--- src/ipe_pkg.sv ---
package ipe_pkg;

    localparam int MAX_PRIMS = 64;

    localparam int CFG_W = 7;
    localparam logic [CFG_W-1:0] BUDGET_RESET = 7'd64;

    localparam int BUD_W = $clog2(MAX_PRIMS + 1);
    localparam int QW    = $clog2(MAX_PRIMS + 1);
    localparam int KW    = $clog2(QW);
    localparam int TW    = 2 * QW;
    localparam int SAT_Q = MAX_PRIMS + 1;

    localparam int APB_AW = 3;
    localparam logic REG_PRIM_BUDGET = 1'b0;

    localparam int S_TDATA_W = 144;
    localparam int S_TUSER_W = 4;
    localparam int M_TDATA_W = 104;
    localparam int M_TUSER_W = 3;

    localparam logic [1:0] KIND_FLAT   = 2'd0;
    localparam logic [1:0] KIND_QUAD   = 2'd1;
    localparam logic [1:0] KIND_SPRITE = 2'd2;
    localparam logic [1:0] KIND_TPAGE  = 2'd3;

    localparam logic [2:0] MODE_SIMPLE = 3'd0;
    localparam logic [2:0] MODE_SLICED = 3'd1;
    localparam logic [2:0] MODE_TILED  = 3'd2;
    localparam logic [2:0] MODE_FILL_H = 3'd3;
    localparam logic [2:0] MODE_FILL_V = 3'd4;

    localparam logic [1:0] ROUTE_FLAT   = 2'd0;
    localparam logic [1:0] ROUTE_SPRITE = 2'd1;
    localparam logic [1:0] ROUTE_SLICE  = 2'd2;
    localparam logic [1:0] ROUTE_TILE   = 2'd3;

    localparam logic [12:0] FILL_ONE   = 13'd4096;
    localparam int          FILL_SHIFT = 12;
    localparam logic [7:0]  SLICE_DEF  = 8'd255;
    localparam logic [7:0]  TILE_DEF   = 8'd16;

    typedef struct packed {
        logic signed [15:0] rect_x;
        logic signed [15:0] rect_y;
        logic signed [15:0] rect_w;
        logic signed [15:0] rect_h;
        logic               is_flat;
        logic [2:0]         image_mode;
        logic [12:0]        fill_amount;
        logic [7:0]         tex_u;
        logic [7:0]         tex_v;
        logic [7:0]         tex_w;
        logic [7:0]         tex_h;
        logic [31:0]        slice_borders;
    } item_t;

    typedef struct packed {
        logic [1:0]  prim_kind;
        logic [16:0] pos_x;
        logic [16:0] pos_y;
        logic [16:0] prim_w;
        logic [16:0] prim_h;
        logic [7:0]  out_u;
        logic [7:0]  out_v;
        logic [9:0]  span_u;
        logic [9:0]  span_v;
        logic        last;
        logic        truncated;
    } prim_t;

    typedef struct packed {
        logic load;
        logic fill;
        logic prep;
        logic div_step;
        logic count;
        logic step;
    } cmd_t;

    typedef struct packed {
        logic       skip;
        logic [1:0] route;
        logic       div_last;
        logic       out_free;
        logic       fin;
    } stat_t;

endpackage

--- src/ipe_ctrl.sv ---
module ipe_ctrl (
    input  logic           aclk,
    input  logic           aresetn,
    input  logic           s_valid,
    output logic           s_ready,
    input  ipe_pkg::stat_t stat,
    output ipe_pkg::cmd_t  cmd
);

    localparam logic [2:0] S_IDLE  = 3'd0;
    localparam logic [2:0] S_FILL  = 3'd1;
    localparam logic [2:0] S_CHECK = 3'd2;
    localparam logic [2:0] S_DIV   = 3'd3;
    localparam logic [2:0] S_COUNT = 3'd4;
    localparam logic [2:0] S_EMIT  = 3'd5;

    logic [2:0] state_reg;
    logic [2:0] state_next;

    always_ff @(posedge aclk) begin
        if (!aresetn) begin
            state_reg <= S_IDLE;
        end else begin
            state_reg <= state_next;
        end
    end

    always_comb begin
        cmd        = '0;
        state_next = state_reg;
        s_ready    = (state_reg == S_IDLE);
        case (state_reg)
            S_IDLE: begin
                if (s_valid) begin
                    cmd.load   = 1'b1;
                    state_next = S_FILL;
                end
            end
            S_FILL: begin
                cmd.fill   = 1'b1;
                state_next = S_CHECK;
            end
            S_CHECK: begin
                cmd.prep = 1'b1;
                if (stat.skip) begin
                    state_next = S_IDLE;
                end else if (stat.route == ipe_pkg::ROUTE_TILE) begin
                    state_next = S_DIV;
                end else if (stat.route == ipe_pkg::ROUTE_SLICE) begin
                    state_next = S_COUNT;
                end else begin
                    state_next = S_EMIT;
                end
            end
            S_DIV: begin
                cmd.div_step = 1'b1;
                if (stat.div_last) begin
                    state_next = S_COUNT;
                end
            end
            S_COUNT: begin
                cmd.count  = 1'b1;
                state_next = S_EMIT;
            end
            S_EMIT: begin
                if (stat.out_free) begin
                    cmd.step = 1'b1;
                    if (stat.fin) begin
                        state_next = S_IDLE;
                    end
                end
            end
            default: begin
                state_next = S_IDLE;
            end
        endcase
    end

endmodule

--- src/ipe_datapath.sv ---
module ipe_datapath (
    input  logic                       aclk,
    input  logic                       aresetn,
    input  ipe_pkg::item_t             s_item,
    input  logic [ipe_pkg::CFG_W-1:0]  budget_cfg,
    input  ipe_pkg::cmd_t              cmd,
    output ipe_pkg::stat_t             stat,
    input  logic                       m_ready,
    output logic                       m_valid,
    output ipe_pkg::prim_t             m_prim
);

    typedef struct packed {
        logic [2:0][17:0] pos;
        logic [2:0][17:0] len;
        logic [2:0][7:0]  tex;
        logic [2:0][9:0]  span;
    } axis_t;

    function automatic axis_t slice_axis(input logic signed [15:0] org,
                                         input logic signed [15:0] size,
                                         input logic [7:0] torg,
                                         input logic [7:0] tsize,
                                         input logic [7:0] b0,
                                         input logic [7:0] b1);
        axis_t a;
        logic signed [17:0] o;
        logic signed [17:0] s;
        logic signed [17:0] e0;
        logic signed [17:0] e1;
        o         = 18'(org);
        s         = 18'(size);
        e0        = {10'b0, b0};
        e1        = {10'b0, b1};
        a.pos[0]  = o;
        a.pos[1]  = o + e0;
        a.pos[2]  = o + s - e1;
        a.len[0]  = e0;
        a.len[1]  = s - e0 - e1;
        a.len[2]  = e1;
        a.tex[0]  = torg;
        a.tex[1]  = torg + b0;
        a.tex[2]  = torg + tsize - b1;
        a.span[0] = {2'b0, b0} - 10'd1;
        a.span[1] = {2'b0, tsize} - {2'b0, b0} - {2'b0, b1} - 10'd1;
        a.span[2] = {2'b0, b1} - 10'd1;
        return a;
    endfunction

    ipe_pkg::item_t     it_reg;
    logic signed [15:0] w_reg;
    logic signed [15:0] h_reg;

    logic [12:0]        amt_sat;
    logic signed [15:0] fill_op;
    logic signed [29:0] fill_prod;
    logic signed [15:0] fill_res;

    logic [ipe_pkg::BUD_W-1:0] bud;
    logic [1:0]                route_c;
    logic [7:0]                sw_slice;
    logic [7:0]                sh_slice;
    logic [7:0]                sw_tile;
    logic [7:0]                sh_tile;

    axis_t col_reg;
    axis_t row_reg;
    logic [2:0] colv;
    logic [2:0] rowv;
    logic [1:0] cx_reg;
    logic [1:0] cy_reg;

    logic [7:0]             dvx_reg;
    logic [7:0]             dvy_reg;
    logic [15:0]            remx_reg;
    logic [15:0]            remy_reg;
    logic [ipe_pkg::QW-1:0] qx_reg;
    logic [ipe_pkg::QW-1:0] qy_reg;
    logic                   satx_reg;
    logic                   saty_reg;
    logic [ipe_pkg::KW-1:0] k_reg;
    logic [15:0]            remx_init;
    logic [15:0]            remy_init;
    logic [16:0]            shx;
    logic [16:0]            shy;

    logic [ipe_pkg::QW-1:0] nxs;
    logic [ipe_pkg::QW-1:0] nys;
    logic [ipe_pkg::TW-1:0] tiles;
    logic                   tpage_c;
    logic [1:0]             ncols;
    logic [1:0]             nrows;
    logic [3:0]             ncells;
    logic                   slice_over;

    logic [1:0]                route_reg;
    logic [ipe_pkg::BUD_W-1:0] n_reg;
    logic [ipe_pkg::BUD_W-1:0] emit_cnt_reg;
    logic                      trunc_reg;
    logic                      tpage_reg;
    logic                      phase_reg;
    logic [15:0]               tx_reg;
    logic [15:0]               ty_reg;

    logic [16:0]        w_u;
    logic [16:0]        h_u;
    logic [16:0]        tx_end;
    logic [16:0]        ty_end;
    logic [15:0]        tile_w;
    logic [15:0]        tile_h;
    logic signed [17:0] tile_px;
    logic signed [17:0] tile_py;
    logic               at_count;

    ipe_pkg::prim_t cand;
    logic           cand_v;
    logic           fin_c;

    ipe_pkg::prim_t out_reg;
    logic           m_valid_reg;

    always_comb begin
        if (it_reg.fill_amount > ipe_pkg::FILL_ONE) begin
            amt_sat = ipe_pkg::FILL_ONE;
        end else begin
            amt_sat = it_reg.fill_amount;
        end
        fill_op   = (it_reg.image_mode == ipe_pkg::MODE_FILL_V) ? it_reg.rect_h : it_reg.rect_w;
        fill_prod = fill_op * $signed({1'b0, amt_sat});
        fill_res  = fill_prod[ipe_pkg::FILL_SHIFT+15:ipe_pkg::FILL_SHIFT];
    end

    always_ff @(posedge aclk) begin
        if (cmd.load) begin
            it_reg <= s_item;
        end
        if (cmd.fill) begin
            w_reg <= (it_reg.image_mode == ipe_pkg::MODE_FILL_H) ? fill_res : it_reg.rect_w;
            h_reg <= (it_reg.image_mode == ipe_pkg::MODE_FILL_V) ? fill_res : it_reg.rect_h;
        end
    end

    always_comb begin
        if (budget_cfg == '0) begin
            bud = ipe_pkg::BUD_W'(1);
        end else if (budget_cfg > ipe_pkg::CFG_W'(ipe_pkg::MAX_PRIMS)) begin
            bud = ipe_pkg::BUD_W'(ipe_pkg::MAX_PRIMS);
        end else begin
            bud = ipe_pkg::BUD_W'(budget_cfg);
        end

        if (it_reg.is_flat) begin
            route_c = ipe_pkg::ROUTE_FLAT;
        end else if (it_reg.image_mode == ipe_pkg::MODE_SLICED) begin
            route_c = ipe_pkg::ROUTE_SLICE;
        end else if (it_reg.image_mode == ipe_pkg::MODE_TILED) begin
            route_c = ipe_pkg::ROUTE_TILE;
        end else begin
            route_c = ipe_pkg::ROUTE_SPRITE;
        end

        sw_slice  = (it_reg.tex_w == 8'd0) ? ipe_pkg::SLICE_DEF : it_reg.tex_w;
        sh_slice  = (it_reg.tex_h == 8'd0) ? ipe_pkg::SLICE_DEF : it_reg.tex_h;
        sw_tile   = (it_reg.tex_w == 8'd0) ? ipe_pkg::TILE_DEF : it_reg.tex_w;
        sh_tile   = (it_reg.tex_h == 8'd0) ? ipe_pkg::TILE_DEF : it_reg.tex_h;
        remx_init = 16'(w_reg) + 16'(sw_tile) - 16'd1;
        remy_init = 16'(h_reg) + 16'(sh_tile) - 16'd1;
    end

    // Tile counts saturate one above the largest budget, which is all the
    // truncation decision needs.
    assign shx = 17'(dvx_reg) << k_reg;
    assign shy = 17'(dvy_reg) << k_reg;

    always_ff @(posedge aclk) begin
        if (cmd.prep) begin
            dvx_reg  <= sw_tile;
            dvy_reg  <= sh_tile;
            remx_reg <= remx_init;
            remy_reg <= remy_init;
            satx_reg <= 17'(remx_init) >= 17'(sw_tile) * 17'(ipe_pkg::SAT_Q);
            saty_reg <= 17'(remy_init) >= 17'(sh_tile) * 17'(ipe_pkg::SAT_Q);
            qx_reg   <= '0;
            qy_reg   <= '0;
            k_reg    <= ipe_pkg::KW'(ipe_pkg::QW - 1);
        end else if (cmd.div_step) begin
            if (17'(remx_reg) >= shx) begin
                remx_reg <= remx_reg - shx[15:0];
                qx_reg   <= {qx_reg[ipe_pkg::QW-2:0], 1'b1};
            end else begin
                qx_reg   <= {qx_reg[ipe_pkg::QW-2:0], 1'b0};
            end
            if (17'(remy_reg) >= shy) begin
                remy_reg <= remy_reg - shy[15:0];
                qy_reg   <= {qy_reg[ipe_pkg::QW-2:0], 1'b1};
            end else begin
                qy_reg   <= {qy_reg[ipe_pkg::QW-2:0], 1'b0};
            end
            k_reg <= k_reg - 1'b1;
        end
    end

    always_comb begin
        for (int i = 0; i < 3; i++) begin
            colv[i] = !col_reg.len[i][17] && (col_reg.len[i] != '0);
            rowv[i] = !row_reg.len[i][17] && (row_reg.len[i] != '0);
        end
        ncols      = 2'($countones(colv));
        nrows      = 2'($countones(rowv));
        ncells     = 4'(ncols) * 4'(nrows);
        slice_over = 8'(ncells) > 8'(bud);
        nxs        = satx_reg ? ipe_pkg::QW'(ipe_pkg::SAT_Q) : qx_reg;
        nys        = saty_reg ? ipe_pkg::QW'(ipe_pkg::SAT_Q) : qy_reg;
        tiles      = ipe_pkg::TW'(nxs) * ipe_pkg::TW'(nys);
        tpage_c    = ipe_pkg::TW'(bud) > tiles;
    end

    always_comb begin
        w_u      = {1'b0, w_reg};
        h_u      = {1'b0, h_reg};
        tx_end   = 17'(tx_reg) + 17'(dvx_reg);
        ty_end   = 17'(ty_reg) + 17'(dvy_reg);
        tile_w   = (tx_end > w_u) ? (w_reg - tx_reg) : 16'(dvx_reg);
        tile_h   = (ty_end > h_u) ? (h_reg - ty_reg) : 16'(dvy_reg);
        tile_px  = 18'(it_reg.rect_x) + $signed({2'b0, tx_reg});
        tile_py  = 18'(it_reg.rect_y) + $signed({2'b0, ty_reg});
        at_count = (ipe_pkg::BUD_W'(n_reg + 1'b1) == emit_cnt_reg);
    end

    always_comb begin
        cand   = '0;
        cand_v = 1'b0;
        fin_c  = 1'b0;
        case (route_reg)
            ipe_pkg::ROUTE_FLAT: begin
                cand.prim_kind = ipe_pkg::KIND_FLAT;
                cand.pos_x     = 17'(it_reg.rect_x);
                cand.pos_y     = 17'(it_reg.rect_y);
                cand.prim_w    = 17'(w_reg);
                cand.prim_h    = 17'(h_reg);
                cand.last      = 1'b1;
                cand_v         = 1'b1;
                fin_c          = 1'b1;
            end
            ipe_pkg::ROUTE_SPRITE: begin
                cand_v = 1'b1;
                if (!phase_reg) begin
                    cand.prim_kind = ipe_pkg::KIND_SPRITE;
                    cand.pos_x     = 17'(it_reg.rect_x);
                    cand.pos_y     = 17'(it_reg.rect_y);
                    cand.prim_w    = 17'(w_reg);
                    cand.prim_h    = 17'(h_reg);
                    cand.out_u     = it_reg.tex_u;
                    cand.out_v     = it_reg.tex_v;
                end else begin
                    cand.prim_kind = ipe_pkg::KIND_TPAGE;
                    cand.last      = 1'b1;
                    fin_c          = 1'b1;
                end
            end
            ipe_pkg::ROUTE_SLICE: begin
                cand.prim_kind = ipe_pkg::KIND_QUAD;
                cand.pos_x     = col_reg.pos[cx_reg][16:0];
                cand.pos_y     = row_reg.pos[cy_reg][16:0];
                cand.prim_w    = col_reg.len[cx_reg][16:0];
                cand.prim_h    = row_reg.len[cy_reg][16:0];
                cand.out_u     = col_reg.tex[cx_reg];
                cand.out_v     = row_reg.tex[cy_reg];
                cand.span_u    = col_reg.span[cx_reg];
                cand.span_v    = row_reg.span[cy_reg];
                cand_v         = colv[cx_reg] && rowv[cy_reg] && (n_reg < bud);
                cand.last      = cand_v && at_count;
                fin_c          = ((cx_reg == 2'd2) && (cy_reg == 2'd2)) || cand.last;
            end
            ipe_pkg::ROUTE_TILE: begin
                cand_v = 1'b1;
                if (!phase_reg) begin
                    cand.prim_kind = ipe_pkg::KIND_SPRITE;
                    cand.pos_x     = tile_px[16:0];
                    cand.pos_y     = tile_py[16:0];
                    cand.prim_w    = 17'(tile_w);
                    cand.prim_h    = 17'(tile_h);
                    cand.out_u     = it_reg.tex_u;
                    cand.out_v     = it_reg.tex_v;
                    cand.last      = !tpage_reg && at_count;
                    fin_c          = cand.last;
                end else begin
                    cand.prim_kind = ipe_pkg::KIND_TPAGE;
                    cand.last      = 1'b1;
                    fin_c          = 1'b1;
                end
            end
            default: begin
                fin_c = 1'b1;
            end
        endcase
        cand.truncated = trunc_reg;
    end

    always_ff @(posedge aclk) begin
        if (cmd.prep) begin
            route_reg <= route_c;
            col_reg   <= slice_axis(it_reg.rect_x, w_reg, it_reg.tex_u, sw_slice,
                                    it_reg.slice_borders[7:0], it_reg.slice_borders[23:16]);
            row_reg   <= slice_axis(it_reg.rect_y, h_reg, it_reg.tex_v, sh_slice,
                                    it_reg.slice_borders[15:8], it_reg.slice_borders[31:24]);
            cx_reg    <= 2'd0;
            cy_reg    <= 2'd0;
            tx_reg    <= '0;
            ty_reg    <= '0;
            n_reg     <= '0;
            phase_reg <= 1'b0;
            trunc_reg <= 1'b0;
            tpage_reg <= 1'b0;
        end else if (cmd.count) begin
            if (route_reg == ipe_pkg::ROUTE_TILE) begin
                tpage_reg    <= tpage_c;
                trunc_reg    <= !tpage_c;
                emit_cnt_reg <= tpage_c ? tiles[ipe_pkg::BUD_W-1:0] : bud;
            end else begin
                trunc_reg    <= slice_over;
                emit_cnt_reg <= slice_over ? bud : ipe_pkg::BUD_W'(ncells);
            end
        end else if (cmd.step) begin
            if (cand_v) begin
                n_reg <= n_reg + 1'b1;
            end
            if (route_reg == ipe_pkg::ROUTE_SLICE) begin
                if (cx_reg == 2'd2) begin
                    cx_reg <= 2'd0;
                    cy_reg <= cy_reg + 1'b1;
                end else begin
                    cx_reg <= cx_reg + 1'b1;
                end
            end else if (route_reg == ipe_pkg::ROUTE_TILE) begin
                if (tx_end >= w_u) begin
                    tx_reg <= '0;
                    ty_reg <= ty_end[15:0];
                end else begin
                    tx_reg <= tx_end[15:0];
                end
                if (at_count && tpage_reg) begin
                    phase_reg <= 1'b1;
                end
            end else begin
                phase_reg <= 1'b1;
            end
        end
    end

    always_ff @(posedge aclk) begin
        if (!aresetn) begin
            m_valid_reg <= 1'b0;
        end else if (cmd.step && cand_v) begin
            m_valid_reg <= 1'b1;
        end else if (m_ready) begin
            m_valid_reg <= 1'b0;
        end
    end

    always_ff @(posedge aclk) begin
        if (cmd.step && cand_v) begin
            out_reg <= cand;
        end
    end

    always_comb begin
        stat.skip     = (w_reg <= 16'sd0) || (h_reg <= 16'sd0)
                        || ((route_c == ipe_pkg::ROUTE_SPRITE) && (bud < ipe_pkg::BUD_W'(2)));
        stat.route    = route_c;
        stat.div_last = (k_reg == '0);
        stat.out_free = !m_valid_reg || m_ready;
        stat.fin      = fin_c;
    end

    assign m_valid = m_valid_reg;
    assign m_prim  = out_reg;

endmodule

--- src/image_primitive_emitter_top.sv ---
// Channel   Direction  Fields
// s_        in         tdata: rect_x/y/w/h, fill_amount, tex_u/v/w/h, slice_borders
//                      tuser: is_flat, image_mode
// m_        out        tdata: pos_x/y, prim_w/h, out_u/v, span_u/v
//                      tuser: prim_kind, truncated   tlast: last
// apb       in         prim_budget at byte address 0
//
// A widget is taken in the idle state, then the fill multiply and the setup follow in turn.
// Flat and sprite widgets then emit directly, sliced widgets count their cells and step through
// the cell grid, and tiled widgets run the tile count divider before counting and emitting.
// Reset is synchronous, active low, and returns prim_budget to 64.
// A stalled result holds the controller in its emit state; the next widget is taken
// once the last primitive sits in the output register.
module image_primitive_emitter_top (
    input  logic                              aclk,
    input  logic                              aresetn,
    input  logic                              s_tvalid,
    output logic                              s_tready,
    // rect_x, rect_y, rect_w, rect_h, fill_amount, tex_u, tex_v, tex_w, tex_h, slice_borders
    input  logic [ipe_pkg::S_TDATA_W-1:0]     s_tdata,
    // is_flat, image_mode
    input  logic [ipe_pkg::S_TUSER_W-1:0]     s_tuser,
    output logic                              m_tvalid,
    input  logic                              m_tready,
    // pos_x, pos_y, prim_w, prim_h, out_u, out_v, span_u, span_v
    output logic [ipe_pkg::M_TDATA_W-1:0]     m_tdata,
    // prim_kind, truncated
    output logic [ipe_pkg::M_TUSER_W-1:0]     m_tuser,
    output logic                              m_tlast,
    input  logic                              psel,
    input  logic                              penable,
    input  logic                              pwrite,
    input  logic [ipe_pkg::APB_AW-1:0]        paddr,
    input  logic [31:0]                       pwdata,
    output logic [31:0]                       prdata,
    output logic                              pready
);

    logic [ipe_pkg::CFG_W-1:0] budget_reg;
    logic                      reg_idx;
    ipe_pkg::item_t            item;
    ipe_pkg::prim_t            prim;
    ipe_pkg::cmd_t             cmd;
    ipe_pkg::stat_t            stat;

    assign pready  = 1'b1;
    assign reg_idx = paddr[ipe_pkg::APB_AW-1];

    always_ff @(posedge aclk) begin
        if (!aresetn) begin
            budget_reg <= ipe_pkg::BUDGET_RESET;
        end else if (psel && penable && pwrite && pready
                     && (reg_idx == ipe_pkg::REG_PRIM_BUDGET)) begin
            budget_reg <= pwdata[ipe_pkg::CFG_W-1:0];
        end
    end

    always_comb begin
        if (reg_idx == ipe_pkg::REG_PRIM_BUDGET) begin
            prdata = 32'(budget_reg);
        end else begin
            prdata = '0;
        end
    end

    always_comb begin
        item.rect_x        = s_tdata[15:0];
        item.rect_y        = s_tdata[31:16];
        item.rect_w        = s_tdata[47:32];
        item.rect_h        = s_tdata[63:48];
        item.fill_amount   = s_tdata[76:64];
        item.tex_u         = s_tdata[84:77];
        item.tex_v         = s_tdata[92:85];
        item.tex_w         = s_tdata[100:93];
        item.tex_h         = s_tdata[108:101];
        item.slice_borders = s_tdata[140:109];
        item.is_flat       = s_tuser[0];
        item.image_mode    = s_tuser[3:1];
    end

    ipe_ctrl u_ctrl (
        .aclk    (aclk),
        .aresetn (aresetn),
        .s_valid (s_tvalid),
        .s_ready (s_tready),
        .stat    (stat),
        .cmd     (cmd)
    );

    ipe_datapath u_dp (
        .aclk       (aclk),
        .aresetn    (aresetn),
        .s_item     (item),
        .budget_cfg (budget_reg),
        .cmd        (cmd),
        .stat       (stat),
        .m_ready    (m_tready),
        .m_valid    (m_tvalid),
        .m_prim     (prim)
    );

    assign m_tdata = {prim.span_v, prim.span_u, prim.out_v, prim.out_u,
                      prim.prim_h, prim.prim_w, prim.pos_y, prim.pos_x};
    assign m_tuser = {prim.truncated, prim.prim_kind};
    assign m_tlast = prim.last;

endmodule

--- config.mk ---
export PLATFORM = sky130hd
export DESIGN_NAME = image_primitive_emitter_top
export DESIGN_NICKNAME = d
export VERILOG_FILES = /design/src/ipe_pkg.sv /design/src/ipe_ctrl.sv /design/src/ipe_datapath.sv /design/src/image_primitive_emitter_top.sv
export SDC_FILE = /design/constraint.sdc
export NUM_CORES = 2
export LEC_CHECK = 0
export ABC_CLOCK_PERIOD_IN_PS = 10100
export CAP_MARGIN = 10
export CORE_MARGIN = 1.5
export CORE_UTILIZATION = 59
export CTS_BUF_LIST = sky130_fd_sc_hd__clkbuf_4 sky130_fd_sc_hd__clkbuf_8 sky130_fd_sc_hd__clkbuf_16
export DETAILED_ROUTE_END_ITERATION = 16
export DONT_BUFFER_PORTS = 1
export GPL_TIMING_DRIVEN = 1
export PLACE_DENSITY = 0.78
export SKIP_LAST_GASP = 1
export SYNTH_ARGS = -nofsm -noshare
export SYNTH_HDL_FRONTEND = slang
export SYNTH_SLANG_ARGS = --single-unit
--- constraint.sdc ---
create_clock -name aclk -period 10.1 [get_ports aclk]
set_clock_uncertainty 0.1 [all_clocks]
set_input_delay 2.02 -clock aclk [delete_from_list [all_inputs] [get_ports aclk]]
set_output_delay 2.02 -clock aclk [all_outputs]
set_load 0.03 [all_outputs]
==> run_results.csv <==
group,metric,value,unit
critical_path,required,10.38,ns
die,io_pins,333,
cts,cts_hold_buf,0,
timing,worstMarginPinSlew,1.32,ns
pwr,total_power,19.8,mW
cts,cts_buffers,78,
drt,viasPerCell,6.20,
grt,grt_max_degree,178,
grt,grt_pass1_wl,231,mm
cts,clockBufferDepth,3,
timing,final-hold-violation-count,0,
finish,fill_cells,7098,
logic_synthesis,yosysTopAreaCellShare,34.6,%
critical_path,startpoint_type,"register",
critical_path,rrSetupSlack,1.75,ns
min_path,hold_start,"u_dp.qx_reg[6]",
placed_design,port_buffers,0,
drt,antenna_left,0,
finish,instances_no_fill,6553,
die,rows,110,
pwr,clockPowerShare,15.3,%
critical_path,path_max_fanout,20,
die,dieHeight,304,µm
logic_synthesis,ys_ff_latch,690,
logic_synthesis,yosys-top-cells-area,"edfxtp_1, ha_1, fa_1",
grt,gr-usage-all-layers,32.6,%
critical_path,crit_type,"register to register",
drt,drc,0,
logic_synthesis,syn-instance-count,5360,
run_status,status,"finished clean",
critical_path,r2r_end,"u_dp.h_reg[11]",
die,die_area,92400,µm²
min_path,hold_path_class,"register to register",
pwr,power_frac_seq,23.9,%
drt,drt_iter0_markers,4176,
grt,grt_overflow_total,0,
timing,setup_ws,1.75,ns
pwr,p_leak,23.8,nW
grt,grt_pass1_vias,39500,
finish,nets,6278,
finish,largest_reg_flops,145,
logic_synthesis,synth_area,53400,µm²
finish,postLayoutCoreUtil,63.8,%
timing,rsz0062_at_grt,"false",
timing,fin_crit,8.35,ns
placed_design,dp_slack,1.82,ns
logic_synthesis,synthDominantAreaCellType,"edfxtp_1",
finish,syn_to_final_growth,7.27,%
min_path,hold_depth,2,
logic_synthesis,netlist_top_cells_count,"edfxtp_1, inv_1, ha_1",
pwr,internal_power,10.8,mW
cts,h-tree-depth,3,
logic_synthesis,synth_cell_types,93,
pwr,swShare,45.5,%
die,core,89900,µm²
cts,tritoncts,"done",
logic_synthesis,synth_edf_count,616,
logic_synthesis,yosys_warnings,0,
logic_synthesis,syn_area_per_cell,9.97,µm²
placed_design,gp_congestion,1.00,
drt,vias,40600,
cts,clockRootBuffer,"clkbuf_16",
placed_design,dpl_cell_area,54600,µm²
cts,post_cts_buffers,0,
drt,wirelength,153,mm
grt,grt_antenna_before_repair,10,
timing,relSlewSlack,11.1,%
pwr,p_per_area,345,nW/µm²
timing,slew_violations,0,
cts,cts_resized,0,
finish,fin_area,57300,µm²
timing,max_freq,0.120,GHz
timing,tns,0,ns
cts,clk_pin_slew,0.06,ns
cts,clk_latency,0.66,ns
finish,drive_gt1_share,4.47,%
die,die_w,304,µm
critical_path,cp.arrival,8.63,ns
pwr,power.switching,9.00,mW
cts,clock-sinks,690,
timing,post-route-period-util,82.7,%
placed_design,place_hpwl,116,mm
placed_design,dp.cells,6407,
die,initial_utilization,59.5,%
logic_synthesis,yosysMostFrequentCell,"edfxtp_1",
logic_synthesis,synth-main-ff-cell,"edfxtp_1",
pwr,ir_drop,0.489,mV
drt,routedWlPerCell,23.3,µm
timing,finalSetupViolCount,0,
min_path,min_to,"u_dp.qx_reg[6]",
logic_synthesis,synth_seq_area_share,37.4,%
timing,finalHoldWorstSlack,0.336,ns
critical_path,worst_setup_path_end_kind,"register",
pwr,comb_power_share,60.8,%
job,drv_cap,0,
critical_path,worstRegToRegCells,26,
logic_synthesis,async_reset_ff_share,0,%
drt,firstDrtPassIters,8,
critical_path,r2r-start,"u_dp.it_reg[78]",
[critical path, stage by stage (launching register included)]
cell and delay (ns):
edfxtp_1 0.51, nor3b_4 0.67, buf_4 0.42, mux2i_1 0.68
nor2_1 0.14, fa_1 0.56, inv_1 0.06, fa_1 0.53
inv_1 0.05, fa_1 0.50, inv_1 0.05, fa_1 0.48
inv_1 0.06, fa_1 0.53, inv_1 0.06, fa_1 0.53
inv_1 0.04, ha_1 0.31, a21o_1 0.18, a21oi_1 0.13
o21a_1 0.19, a41oi_1 0.15, o21ai_1 0.28, a21oi_1 0.17
a221oi_1 0.36, xor2_1 0.23, o21ai_1 0.10
[final cells by class]
cell class | count | area (µm²) | area share, %
tap | 1176 | 1470 | 2.57
inverter | 566 | 2130 | 3.72
antenna | 2 | 5.00 | 0.00873
sequential | 690 | 20000 | 34.9
multi-input combinational | 3926 | 30600 | 53.4
clock inverter | 50 | 589 | 1.03
timing repair buffer | 49 | 380 | 0.663
clock buffer | 94 | 2130 | 3.72
[metal layers]
layer  share of wire [%]  vias up  global-route usage [%]
met4                 5.4       10                    15.7
met3                 9.4      419                    6.11
met2                  45     1960                    51.5
li1                    -    18700                       -
met5               0.039        -                       0
met1                  40    19600                    43.5
[cell usage in the layout, fill, tap and decap left out, drive strengths merged, types with 31 or more instances in the layout]
master	count
xor2	121
ha	518
or3	31
nand4	37
nor3	102
dfxtp	74
a22oi	38
inv	572
o21ai	312
clkbuf	94
nand3	107
a21oi	347
buf	49
fa	259
and2	36
nand2	426
nand2b	59
edfxtp	616
o21bai	38
and3	31
nor4	34
a21o	93
xnor2	263
nor2b	97
mux2i	156
o21a	54
nor2	426
[power by group through the flow]
stage / Clock (mW) / Sequential, mW / Combinational [mW]
after floorplan: 0 / 4.46 / 9.17
after global placement: 0 / 4.73 / 11.5
after detailed placement: 0 / 4.75 / 11.8
after CTS: 3.06 / 4.69 / 11.9
after global routing: 3.16 / 4.75 / 13.4
final: 3.02 / 4.72 / 12.0
[cell families after synthesis]
group                      after synthesis  share of synthesized area [%]
other                                    2                         0.0141
muxes                                  172                           3.26
DFF                                    690                           37.4
buffers and inverters                  768                           5.58
and+or+nand+nor                       1446                           12.7
xor gates and xnor gates               384                           6.31
AOI/OAI and AO/OA                     1121                           13.0
adders and majority gates              777                           21.8
[worst max-delay path by stage]
stage                               start              to  cells past startpoint
after CTS                 u_dp.it_reg[78]  u_dp.h_reg[11]                     26
after floorplan           u_dp.it_reg[78]  u_dp.w_reg[13]                     24
after global routing      u_dp.it_reg[78]  u_dp.h_reg[11]                     26
after global placement    u_dp.it_reg[78]  u_dp.h_reg[11]                     26
final                     u_dp.it_reg[78]  u_dp.h_reg[11]                     26
after detailed placement  u_dp.it_reg[78]  u_dp.h_reg[11]                     26
Note: power is estimated with default switching activity, not from simulation.
